==> config.mk <==
export PLATFORM = sky130hd
export DESIGN_NAME = relay_command_and_button_control
export DESIGN_NICKNAME = d
export VERILOG_FILES = /design/src/rtl/rcbc_pkg.sv /design/src/rtl/rcbc_front.sv /design/src/rtl/rcbc_queue.sv /design/src/rtl/rcbc_back.sv /design/src/rtl/relay_command_and_button_control.sv
export SDC_FILE = /design/constraint.sdc
export NUM_CORES = 1
export LEC_CHECK = 0
export ABC_AREA = 0
export BUFFER_PORTS_ARGS = -buffer_cell sky130_fd_sc_hd__buf_2
export CORE_AREA = 2 2 105 107
export CTS_BUF_LIST = sky130_fd_sc_hd__clkbuf_8
export CTS_CLUSTER_SIZE = 20
export DETAILED_ROUTE_END_ITERATION = 16
export DIE_AREA = 0 0 107 109
export GPL_ROUTABILITY_DRIVEN = 0
export GPL_TIMING_DRIVEN = 1
export PLACE_DENSITY_LB_ADDON = 0.25
export SYNTH_ARGS = -nofsm -noshare
export SYNTH_HDL_FRONTEND = slang
export SYNTH_SLANG_ARGS = --single-unit
==> constraint.sdc <==
create_clock -name clock -period 4.6 [get_ports clock]
set_clock_uncertainty 0.1 [all_clocks]
set_input_delay 0.92 -clock clock [delete_from_list [all_inputs] [get_ports clock]]
set_output_delay 0.92 -clock clock [all_outputs]
set_load 0.02 [all_outputs]
==> src/rtl/rcbc_pkg.sv <==
// Shared types, character constants and the report formatter of the relay controller.
// No dependencies.
package rcbc_pkg;

   localparam logic [7:0] CHAR_SLASH = 8'h2F;
   localparam logic [7:0] CHAR_STAR  = 8'h2A;
   localparam logic [7:0] CHAR_C     = 8'h63;
   localparam logic [7:0] CHAR_ZERO  = 8'h30;
   localparam logic [7:0] CHAR_NINE  = 8'h39;
   localparam logic [7:0] CHAR_MINUS = 8'h2D;
   localparam logic [7:0] CHAR_SPACE = 8'h20;
   localparam logic [7:0] CHAR_TAB   = 8'h09;
   localparam logic [7:0] CHAR_CR    = 8'h0D;

   localparam logic [30:0] TOK_MAX = 31'h7FFF_FFFF;
   // TOK_MAX / 10 modulo 256, and whether TOK_MAX % 10 is nonzero
   localparam logic [7:0] SAT_QUOT  = 8'hCC;
   localparam logic       SAT_UNITS = 1'b1;

   // relay codes carried by a command token
   localparam logic [7:0] CODE_RELAY8 = 8'd1;
   localparam logic [7:0] CODE_RELAY7 = 8'd2;
   localparam logic [7:0] CODE_RELAY6 = 8'd3;
   localparam logic [7:0] CODE_RELAY5 = 8'd4;

   localparam logic [3:0] RELAY_RESET = 4'd5;
   localparam logic [3:0] REPORT_LAST = 4'd8;

   localparam int QUEUE_DEPTH = 4;
   localparam int QUEUE_AW    = $clog2(QUEUE_DEPTH);

   typedef struct packed {
      logic       last;
      logic [3:0] relays;
   } job_type;

   typedef struct packed {
      logic    valid;
      job_type job;
   } push_type;

   typedef struct packed {
      logic full;
      logic empty;
   } queue_status_type;

   function automatic logic [7:0] digit_char(input logic b);
      return {7'b0011000, b};
   endfunction

   function automatic logic [7:0] report_char(input logic [3:0] relays, input logic [3:0] pos);
      logic [7:0] ch;
      case (pos)
         4'd0: ch = CHAR_C;
         4'd1: ch = digit_char(relays[3]);
         4'd3: ch = digit_char(relays[2]);
         4'd5: ch = digit_char(relays[1]);
         4'd7: ch = digit_char(relays[0]);
         4'd2, 4'd4, 4'd6: ch = CHAR_SLASH;
         default: ch = CHAR_STAR;
      endcase
      return ch;
   endfunction

endpackage

==> src/rtl/rcbc_front.sv <==
// Front end of the relay controller: accepts words, parses command tokens,
// scans button events and pushes report jobs. Depends on rcbc_pkg.
module rcbc_front import rcbc_pkg::*; (
   input  logic             clock,
   input  logic             reset,
   input  logic             req_valid,
   output logic             req_ready,
   input  logic             req_mode,
   input  logic [7:0]       req_rx_byte,
   input  logic [3:0]       req_button_levels,
   input  queue_status_type q_status,
   output push_type         push
);

   typedef enum logic [3:0] {
      PH_START  = 4'b0001,
      PH_DIGITS = 4'b0010,
      PH_DONE   = 4'b0100,
      PH_NEG    = 4'b1000
   } phase_type;

   logic [3:0]  relay_ff, relay_in;
   logic [30:0] value_ff, value_in;
   logic [7:0]  quot_ff, quot_in;
   logic        units_nz_ff, units_nz_in;
   phase_type   phase_ff, phase_in;
   logic [3:0]  latch_ff, latch_in;
   logic [3:0]  pend_ff, pend_in;

   logic        accept, is_term, is_digit, is_white, take_char, sat;
   logic [7:0]  diff;
   logic [3:0]  d, sel, hi, rest;
   logic [34:0] prod;

   assign req_ready = (pend_ff == 4'b0000) && !q_status.full;
   assign accept    = req_valid && req_ready;

   always_comb begin
      is_term  = (req_rx_byte == CHAR_SLASH) || (req_rx_byte == CHAR_STAR);
      is_digit = (req_rx_byte >= CHAR_ZERO) && (req_rx_byte <= CHAR_NINE);
      is_white = (req_rx_byte == CHAR_SPACE) ||
                 ((req_rx_byte >= CHAR_TAB) && (req_rx_byte <= CHAR_CR));
      diff     = req_rx_byte - CHAR_ZERO;
      d        = diff[3:0];
      // value * 10 + digit, checked against the saturation limit
      prod     = {1'b0, value_ff, 3'b000} + {3'b000, value_ff, 1'b0} + {31'b0, d};
      sat      = prod > {4'b0000, TOK_MAX};

      case (quot_ff)
         CODE_RELAY8: sel = 4'b1000;
         CODE_RELAY7: sel = 4'b0100;
         CODE_RELAY6: sel = 4'b0010;
         CODE_RELAY5: sel = 4'b0001;
         default:     sel = 4'b0000;
      endcase

      // highest pending button first
      if (pend_ff[3])      hi = 4'b1000;
      else if (pend_ff[2]) hi = 4'b0100;
      else if (pend_ff[1]) hi = 4'b0010;
      else                 hi = {3'b000, pend_ff[0]};
      rest = pend_ff & ~hi;
   end

   always_comb begin
      relay_in    = relay_ff;
      value_in    = value_ff;
      quot_in     = quot_ff;
      units_nz_in = units_nz_ff;
      phase_in    = phase_ff;
      latch_in    = latch_ff;
      pend_in     = pend_ff;
      push        = '0;
      take_char   = 1'b0;

      if (accept) begin
         if (!req_mode) begin
            if (is_term) begin
               if ((phase_ff != PH_NEG) && (sel != 4'b0000)) begin
                  relay_in        = units_nz_ff ? (relay_ff | sel) : (relay_ff & ~sel);
                  push.valid      = 1'b1;
                  push.job.last   = 1'b1;
                  push.job.relays = relay_in;
               end
               value_in    = '0;
               quot_in     = '0;
               units_nz_in = 1'b0;
               phase_in    = PH_START;
            end else begin
               case (phase_ff)
                  PH_START: begin
                     if (req_rx_byte == CHAR_MINUS) begin
                        phase_in = PH_NEG;
                     end else if (!is_white) begin
                        take_char = 1'b1;
                     end
                  end
                  PH_DIGITS: take_char = 1'b1;
                  default:   take_char = 1'b0;
               endcase
               if (take_char) begin
                  if (is_digit) begin
                     phase_in    = PH_DIGITS;
                     value_in    = sat ? TOK_MAX : prod[30:0];
                     // the quotient by ten is the value before this digit
                     quot_in     = sat ? SAT_QUOT : value_ff[7:0];
                     units_nz_in = sat ? SAT_UNITS : (d != 4'd0);
                  end else begin
                     phase_in = PH_DONE;
                  end
               end
            end
         end else begin
            pend_in  = ~req_button_levels & ~latch_ff;
            latch_in = ~req_button_levels;
         end
      end else if ((pend_ff != 4'b0000) && !q_status.full) begin
         relay_in        = relay_ff ^ hi;
         pend_in         = rest;
         push.valid      = 1'b1;
         push.job.last   = (rest == 4'b0000);
         push.job.relays = relay_in;
      end
   end

   always_ff @(posedge clock) begin
      if (reset) begin
         relay_ff    <= RELAY_RESET;
         value_ff    <= '0;
         quot_ff     <= '0;
         units_nz_ff <= 1'b0;
         phase_ff    <= PH_START;
         latch_ff    <= '0;
         pend_ff     <= '0;
      end else begin
         relay_ff    <= relay_in;
         value_ff    <= value_in;
         quot_ff     <= quot_in;
         units_nz_ff <= units_nz_in;
         phase_ff    <= phase_in;
         latch_ff    <= latch_in;
         pend_ff     <= pend_in;
      end
   end

endmodule

==> src/rtl/rcbc_queue.sv <==
// Short job queue between the front and back ends of the relay controller.
// Depends on rcbc_pkg.
module rcbc_queue import rcbc_pkg::*; (
   input  logic             clock,
   input  logic             reset,
   input  push_type         push,
   input  logic             pop,
   output job_type          head,
   output queue_status_type q_status
);

   job_type               mem [QUEUE_DEPTH];
   job_type               head_ff;
   logic [QUEUE_AW-1:0]   wr_ptr_ff, wr_ptr_in;
   logic [QUEUE_AW-1:0]   rd_ptr_ff, rd_ptr_in;
   logic [QUEUE_AW:0]     count_ff, count_in;

   assign head           = head_ff;
   assign q_status.full  = (count_ff == (QUEUE_AW+1)'(QUEUE_DEPTH));
   assign q_status.empty = (count_ff == '0);

   always_comb begin
      wr_ptr_in = push.valid ? wr_ptr_ff + QUEUE_AW'(1) : wr_ptr_ff;
      rd_ptr_in = pop ? rd_ptr_ff + QUEUE_AW'(1) : rd_ptr_ff;
      count_in  = count_ff + (QUEUE_AW+1)'(push.valid) - (QUEUE_AW+1)'(pop);
   end

   // register the entry at the next read pointer; forward a word written there this cycle
   always_ff @(posedge clock) begin
      if (push.valid) begin
         mem[wr_ptr_ff] <= push.job;
      end
      if (push.valid && (wr_ptr_ff == rd_ptr_in)) begin
         head_ff <= push.job;
      end else begin
         head_ff <= mem[rd_ptr_in];
      end
   end

   always_ff @(posedge clock) begin
      if (reset) begin
         wr_ptr_ff <= '0;
         rd_ptr_ff <= '0;
         count_ff  <= '0;
      end else begin
         wr_ptr_ff <= wr_ptr_in;
         rd_ptr_ff <= rd_ptr_in;
         count_ff  <= count_in;
      end
   end

endmodule

==> src/rtl/rcbc_back.sv <==
// Back end of the relay controller: turns each queued job into a 9-word report.
// Depends on rcbc_pkg.
module rcbc_back import rcbc_pkg::*; (
   input  logic             clock,
   input  logic             reset,
   input  job_type          head,
   input  queue_status_type q_status,
   output logic             pop,
   output logic             rsp_valid,
   input  logic             rsp_ready,
   output logic [7:0]       rsp_tx_byte,
   output logic             rsp_last,
   output logic [3:0]       rsp_relay_states
);

   logic       active_ff, active_in;
   logic [3:0] pos_ff, pos_in;
   job_type    job_ff, job_in;
   logic       done;

   assign rsp_valid        = active_ff;
   assign rsp_tx_byte      = report_char(job_ff.relays, pos_ff);
   assign rsp_last         = job_ff.last && (pos_ff == REPORT_LAST);
   assign rsp_relay_states = job_ff.relays;

   assign done = active_ff && rsp_ready && (pos_ff == REPORT_LAST);
   assign pop  = (!active_ff || done) && !q_status.empty;

   always_comb begin
      active_in = active_ff;
      pos_in    = pos_ff;
      job_in    = job_ff;
      if (pop) begin
         active_in = 1'b1;
         pos_in    = '0;
         job_in    = head;
      end else if (done) begin
         active_in = 1'b0;
      end else if (active_ff && rsp_ready) begin
         pos_in = pos_ff + 4'd1;
      end
   end

   always_ff @(posedge clock) begin
      job_ff <= job_in;
      if (reset) begin
         active_ff <= 1'b0;
         pos_ff    <= '0;
      end else begin
         active_ff <= active_in;
         pos_ff    <= pos_in;
      end
   end

endmodule

==> src/rtl/relay_command_and_button_control.sv <==
// A report for an accepted terminator word passes the queue and the back end's job register
// before its first word leaves; a button sample first passes the front end's pending register.
// Throughput: one serial word per cycle while the queue has room; a button sample holds ready
// low until each button that fires is pushed, one toggle per cycle while the queue has room.
// Reports leave at one word per ready cycle, 9 words each; the back end bounds the sustained rate.
// Reset (synchronous): relays 8..5 = 0101, empty token, button latches clear, queue empty.
module relay_command_and_button_control import rcbc_pkg::*; (
   input  logic       clock,
   input  logic       reset,
   input  logic       req_valid,
   output logic       req_ready,
   input  logic       req_mode,
   input  logic [7:0] req_rx_byte,
   input  logic [3:0] req_button_levels,
   output logic       rsp_valid,
   input  logic       rsp_ready,
   output logic [7:0] rsp_tx_byte,
   output logic       rsp_last,
   output logic [3:0] rsp_relay_states
);

   // Front end: parse tokens, toggle relays on new presses, push one job per relay command or toggle.
   push_type         push;
   // Queue status and head job; the back end drains it on its own schedule.
   queue_status_type q_status;
   job_type          head;
   logic             pop;

   rcbc_front u_front (
      .clock             (clock),
      .reset             (reset),
      .req_valid         (req_valid),
      .req_ready         (req_ready),
      .req_mode          (req_mode),
      .req_rx_byte       (req_rx_byte),
      .req_button_levels (req_button_levels),
      .q_status          (q_status),
      .push              (push)
   );

   // Hold up to four report jobs so a burst of button toggles need not wait for the back end.
   rcbc_queue u_queue (
      .clock    (clock),
      .reset    (reset),
      .push     (push),
      .pop      (pop),
      .head     (head),
      .q_status (q_status)
   );

   // Back end: advance one report word per accepted output word, drop the job after '*'.
   rcbc_back u_back (
      .clock            (clock),
      .reset            (reset),
      .head             (head),
      .q_status         (q_status),
      .pop              (pop),
      .rsp_valid        (rsp_valid),
      .rsp_ready        (rsp_ready),
      .rsp_tx_byte      (rsp_tx_byte),
      .rsp_last         (rsp_last),
      .rsp_relay_states (rsp_relay_states)
   );

endmodule

# --- After elaboration in Yosys (flattened, before gate mapping) ---
# Memories as Yosys holds them, arrays and structs flattened. A register that Yosys moved wholly into a read port is not among the register bits.
# Index checks and enable logic that the tools add are counted.
op_classes:
  order_cmp: 5
  mux: 47
  eq_ne: 24
  n_bitwise: 11
  n_addsub: 8
  reduce_logical: 37
ops:
  columns: ["op", "n"]
  rows:
  - ["31-bit 2-to-1 mux", 4]
  - ["4-bit 2-to-1 mux", 15]
  - ["7-bit one-hot mux with 6 select lines", 1]
  - ["34-bit by 32-bit adder with 35-bit output", 1]
  - ["35-bit by 4-bit adder with 35-bit output", 1]
  - ["35-bit by 31-bit > comparator with 1-bit output, second input constant", 1]
  - ["8-bit by 6-bit equality test with 1-bit output, second input constant", 4]
  - ["8-bit 2-to-1 mux", 4]
  - ["6-bit 2-to-1 mux", 5]
  - ["4-bit by 3-bit equality test with 1-bit output, second input constant", 4]
  - ["8-bit by 2-bit equality test with 1-bit output, second input constant", 2]
  - ["4-bit inverter", 4]
  - ["4-bit one-hot mux with 4 select lines", 1]
  - ["1-bit 2-to-1 mux", 13]
  - ["4-bit AND", 3]
  - ["4-bit by 2-bit equality test with 1-bit output, second input constant", 3]
  - ["4-bit logical NOT", 3]
  - ["4-bit AND reduction", 3]
  - ["4-bit nonzero test", 3]
  - ["1-bit logical AND", 10]
  - ["4-bit by 1-bit equality test with 1-bit output, second input constant", 2]
  - ["8-bit by 1-bit equality test with 1-bit output, second input constant", 1]
  - ["8-bit by 3-bit equality test with 1-bit output, second input constant", 1]
  - ["8-bit by 4-bit greater-or-equal comparator with 1-bit output, second input constant", 1]
  - ["other kinds (26)", 42]
word_totals:
  word_cells: 147
  mem_count: 1
  out_inout_bits: 15
  regBits: 73
  mem_bits_rw: 20
  in_bits: 17
memory_table:
  columns: ["memory", "depth", "width", "read_ports", "rd_clocked_by_memory_dff", "write_ports", "line_no", "source"]
  rows:
  - ["u_queue.mem", 4, 5, 1, 1, 1, "rcbc_queue.sv:12", "job_type mem [QUEUE_DEPTH];"]

# --- Longest topological paths before layout ---
depth:
  depth_word: 11
  depth_mapped: 17
  ltp_nobuf: 13

# --- Hierarchy ---
# Synthesis repeated with hierarchy kept, for this count alone.
hier_totals:
  hier_cells: 716
  hier_area_um2: 6429.9
by_module_without_submodules:
  columns: ["module", "instances", "cells_each", "seq_area_each_um2", "area_each_um2"]
  rows:
  - ["rcbc_front", 1, 583, 1121.1, 4660.7]
  - ["rcbc_queue", 1, 68, 780.7, 1166.1]
  - ["rcbc_back", 1, 65, 250.2, 603.1]

# --- Least setup slack after synthesis ---
# No wires, ideal clock.
synth_timing:
  kind: "input -> register"
  start: "in req_rx_byte[3]"
  end: "reg u_front.value_ff[0]"
  slack_ns: 0.383
  path_stages: 15
  t_required_ns: 4.381
  arrival_ns: 3.999
  path_buffers: 2
  setup_ns: 0.119
  cell_sequence: "inv_1 > fa_1 > inv_1 > ha_1 > a21oi_1 > o211a_1 > or2_2 > o21ai_0 > a31o_2 > a2111oi_0 > o21ai_0 > o31ai_1 > buf_2 > buf_2 > nand2_1"
synth_between:
  elab_chain_len: 11
  word_cells_on_any_way: 28
  cone_classes: "add/sub: 2; order compare: 5; eq/ne: 4; mux: 10; reduce/logical: 7"
synth_lines:
  columns: ["item", "line_no", "source"]
  rows:
  - ["from (decl)", "relay_command_and_button_control.sv:13", "input logic [7:0] req_rx_byte,"]
  - ["branches (longest 11 deep; another with 35-bit by 4-bit adder with 35-bit output)", null, null]
  - ["to (signal assigned)", "rcbc_front.sv:137", "value_ff <= value_in;"]
  - ["to (decl)", "rcbc_front.sv:23", "logic [30:0] value_ff, value_in;"]
# Several ways; the timed one is not identified. The select of a mux whose other input is x is not followed.
# A chain may end at the register's enable or synchronous reset.

# --- Worst setup path after layout ---
layout_timing:
  start: "in req_rx_byte[3]"
  end: "reg u_front.value_ff[3]"
# The elaborated chain is that of the path after synthesis.

==> impl.org <==
** STA
- The final critical path takes up 90.7% of the cycle.
- Setup tns final :: 0 ns
- After layout, the minimum clock period comes to 4.17 ns.
- The number of endpoints with negative hold slack in the final report came to 0.
- Setup violations remaining at the end of the flow were counted as 0.
- Setup repair after global routing missed its margin :: false
- For this run, the top clock speed supported by timing is 240 MHz.
- The number of pins with negative max-slew slack in the final report was 0.
- Worst Tran Pin Value :: 0.948 ns
- Slew margin rel. :: 36.6%

** Synth
- Post-synthesis sequential element count :: 95
- The mapped netlist covers 6340 um^2.
- After synthesis, the most frequently instantiated cells are sky130_fd_sc_hd__ha_1, sky130_fd_sc_hd__dfxtp_1, sky130_fd_sc_hd__nand2_1.
- Number of nets produced by synthesis :: 798
- Most used standard cell by instance count after synthesis :: sky130_fd_sc_hd__ha_1
- Yosys Warn Count :: 0
- In the synthesized netlist the async set-or-reset flop fraction comes to 0%.
- Dividing the synthesized area by the synthesized cell count gives 8.97 um^2.
- The synthesized netlist contains 71 unique library cells.
- Summed over all instances, the cell type with the most area after synthesis is sky130_fd_sc_hd__dfxtp_1.
- Cell types occupying the most area after synthesis :: sky130_fd_sc_hd__dfxtp_1, sky130_fd_sc_hd__ha_1, sky130_fd_sc_hd__edfxtp_1
- The share of synthesized area in the top cell type comes to 22.1%.
- Yosys mapped a number of flops with a built-in enable equal to 25.
- Synthesis produced 707 cells.
- Sequential cells were found to cover 33.9% of the synthesized design area.
- In the synthesized netlist the dominant register cell turns out to be sky130_fd_sc_hd__dfxtp_1.

** Clock tree
- Buffer cell driving the clock tree root :: sky130_fd_sc_hd__clkbuf_8
- TritonCTS built the clock tree.
- Number of buffers added for setup after CTS :: 0
- Maximum root-to-sink buffer count :: 2
- Htree depth :: 3
- In this run, post-CTS hold repair placed 0 buffers.
- CTS saw 95 sinks.
- The clock reaches the later pin of the worst-skew pair after 0.38 ns.
- Counting the buffers created by CTS gives 9.
- After clock tree synthesis, the clock-pin slew on the worst setup and hold paths is 0.09 ns.

** GRT
- Entering global routing, the biggest net connects 34 pins.
- Final global-route overflow total :: 0
- The initial antenna violation count is 0.
- The number of global-route vias before repair came to 5171.
- Met3 track demand over resource in global routing :: 2.69%
- Met1 layer usage reported by global route :: 30.2%
- Global routing met2 resource utilization :: 46.8%
- The first global-routing pass estimated 23800 um of wire.
- Global routing usage summed across all routing layers :: 25.3%
- After global routing, the most crowded layer is met2.

** Power
- IR analysis of the VDD net gives a maximum drop of 0.202 mV.
- Clk pwr share :: 28.8%
- Sw Ratio :: 30.2%
- The share of total power dissipated in combinational logic is 21.8%.
- Total net switching power :: 625 uW
- Of the total power, registers draw 49.4%.
- Summed over all cells, the static leakage comes to 0.00303 uW.
- Dividing total power by cell area gives a power density of 304 nW/um^2.
- Total Power Consumption :: 2070 uW
- The internal portion of the total power is 1450 uW.

** Detailed routing
- Across all layers, the routed design uses 5335 vias.
- Vias per cell :: 6.15
- Once detail routing completed, the nets flagged for antenna violations numbered 0.
- Initial DRC count :: 394
- After detailed routing, the average wire length per cell comes to 16.3 um.
- After detailed routing, the number of remaining DRC violations is 0.
- The first detailed-routing pass took 5 iterations.
- Summed over all layers, the routed wires come to 14200 um.

** Layout
- Final Net Count :: 813
- Post-route cell area :: 6810 um^2
- Compared with the post-synthesis result, the final layout area differs by 7.28%.
- Final standard cell utilization of the core :: 64.2%
- Of the cells placed in the final design, the portion with a size suffix greater than 1 is 11.4%.
- The number of antenna diodes in the final layout is 0.

** Worst setup path
- Of all nets on the critical path, the largest fanout is 10.
- Kind of critical path :: in -> reg
- STA classifies the critical path startpoint as a primary input.
- In this run the critical register-to-register path is captured at u_front.value_ff[3].
- Worst reg-to-reg path cell count :: 14
- Critical path data required time :: 4.76 ns
- Critical path endpoint category :: flop
- Data arrival time of the critical path :: 4.33 ns
- R2R Setup Slk :: 0.71 ns
- Reg2reg start :: u_front.value_ff[0]

** Floorplan
- I/O pin count :: 32
- The die covers 11700 um^2.
- Effective utilization at floorplan :: 59.8%
- Die height :: 109 um
- Die width :: 107 um
- Core area :: 10600 um^2
- In this run the core area contains 38 standard-cell rows.

** Min path
- The worst hold path begins at u_queue.rd_ptr_ff[1].
- In this run the worst hold path is classified as reg -> reg.
- Counting instances, the worst hold path has a depth of 1.

** Placed design
- Estimated wirelength of the detail-placed design :: 10900 um
- Quantity of I/O buffers inserted on ports :: 29
- Cell area after placement :: 6590 um^2

** Run
- Across the run, the number of max-cap violations was 0.

** Status
- The run finished with clean final reports.
==> worst max-delay path by stage <==
stage	from	endpoint	slack (ns)	depth (start not counted)
global placement	req_rx_byte[3]	u_front.value_ff[24]	0.14	14
finish	req_rx_byte[3]	u_front.value_ff[3]	0.43	15
detailed placement	req_rx_byte[3]	u_front.value_ff[24]	-0.08	14
CTS	req_rx_byte[3]	u_front.value_ff[24]	0.33	14
floorplan	req_rx_byte[3]	u_front.value_ff[0]	0.38	15
global route	req_rx_byte[3]	u_front.quot_ff[3]	0.08	14
==> power by group through the flow <==
stage / registers, uW / clock network (uW) / logic [uW]
floorplan: 1020 / 0 / 376
global placement: 1040 / 0 / 429
detailed placement: 1040 / 0 / 450
CTS: 1020 / 596 / 455
global route: 1030 / 628 / 502
finish: 1020 / 597 / 451
==> state kept, by name (all words and copies together), names as in the netlist, named ones only <==
name / flops
u_front.value_ff: 31
u_queue.mem: 20
u_front.quot_ff: 8
u_back.pos_ff: 4
u_back.rsp_relay_states: 4
u_front.latch_ff: 4
u_front.pend_ff: 4
u_front.phase_ff: 4
u_front.relay_ff: 4
u_queue.count_ff: 3
u_queue.rd_ptr_ff: 2
u_queue.wr_ptr_ff: 2
u_back.job_ff: 1
u_back.rsp_valid: 1
u_front.units_nz_ff: 1
==> critical path, cell delays in order <==
cell and delay (ns):
sky130_fd_sc_hd__buf_2 0.13, sky130_fd_sc_hd__inv_1 0.07, sky130_fd_sc_hd__fa_1 0.59, sky130_fd_sc_hd__inv_1 0.06, sky130_fd_sc_hd__ha_1 0.28, sky130_fd_sc_hd__a21oi_1 0.22, sky130_fd_sc_hd__o211a_1 0.20, sky130_fd_sc_hd__or2_2 0.13
sky130_fd_sc_hd__o21ai_0 0.11, sky130_fd_sc_hd__a31o_2 0.30, sky130_fd_sc_hd__a2111oi_0 0.38, sky130_fd_sc_hd__o21ai_0 0.28, sky130_fd_sc_hd__o31ai_4 0.34, sky130_fd_sc_hd__buf_4 0.22, sky130_fd_sc_hd__o211ai_1 0.10
==> routing by layer <==
layer,vias to the layer above,wire [um]
li1,2625,-
met1,2590,6270
met2,94,7230
met3,26,360
met4,0,298
met5,-,0
==> cell usage in the layout (no fill, tap or decap), drive strengths merged, types with 14 or more instances in the layout <==
master / n
nor3: 19
xor2: 19
edfxtp: 25
inv: 25
nand2: 71
a21oi: 61
a21o: 14
dfxtp: 70
xnor2: 18
ha: 71
nor2: 58
o21ai: 33
a22oi: 24
buf: 39
==> metrics by stage <==
| stage | setup slack [ns] | hold slack [ns] | cells |
|---|---|---|---|
| 2_1_floorplan | 0.383 | 0.325 | 707 |
| 3_3_place_gp | 0.141 | 0.335 | 851 |
| 3_5_place_dp | -0.0759 | 0.346 | 851 |
| 4_1_cts | 0.325 | 0.365 | 867 |
| 5_1_grt | 0.0782 | 0.390 | 867 |
| 6_report | 0.426 | 0.367 | 867 |
==> cell type report <==
type	instances	area, um^2
Sequential cell	95	2150
Clock inverter	4	46.3
Inverter	24	95.1
Fill cell	892	3800
Clock buffer	12	165
Timing Repair Buffer	39	233
Tap cell	140	175
Multi-Input combinational cell	553	3940
==> cells by family (layout without fill, tap and decap cells) <==
kind of cell | count (synthesis) | after routing | share of synthesized area, %
XOR/XNOR | 37 | 37 | 5.11
AO/OA/AOI/OAI | 202 | 202 | 20.9
AND/OR/NAND/NOR | 227 | 227 | 17.8
buffers and inverters | 59 | 79 | 4.40
flip-flops | 95 | 95 | 33.9
multiplexers | 11 | 11 | 2.76
adder cells (fa/ha/maj) | 74 | 74 | 15.0
other | 2 | 2 | 0.118
==> what timing repair did <==
item / CTS / global route
gates resized for setup: 0 / 1
setup endpoints to repair: 0 / 1
hold endpoints to repair: 0 / 0
(Power assumes the default switching activity.)
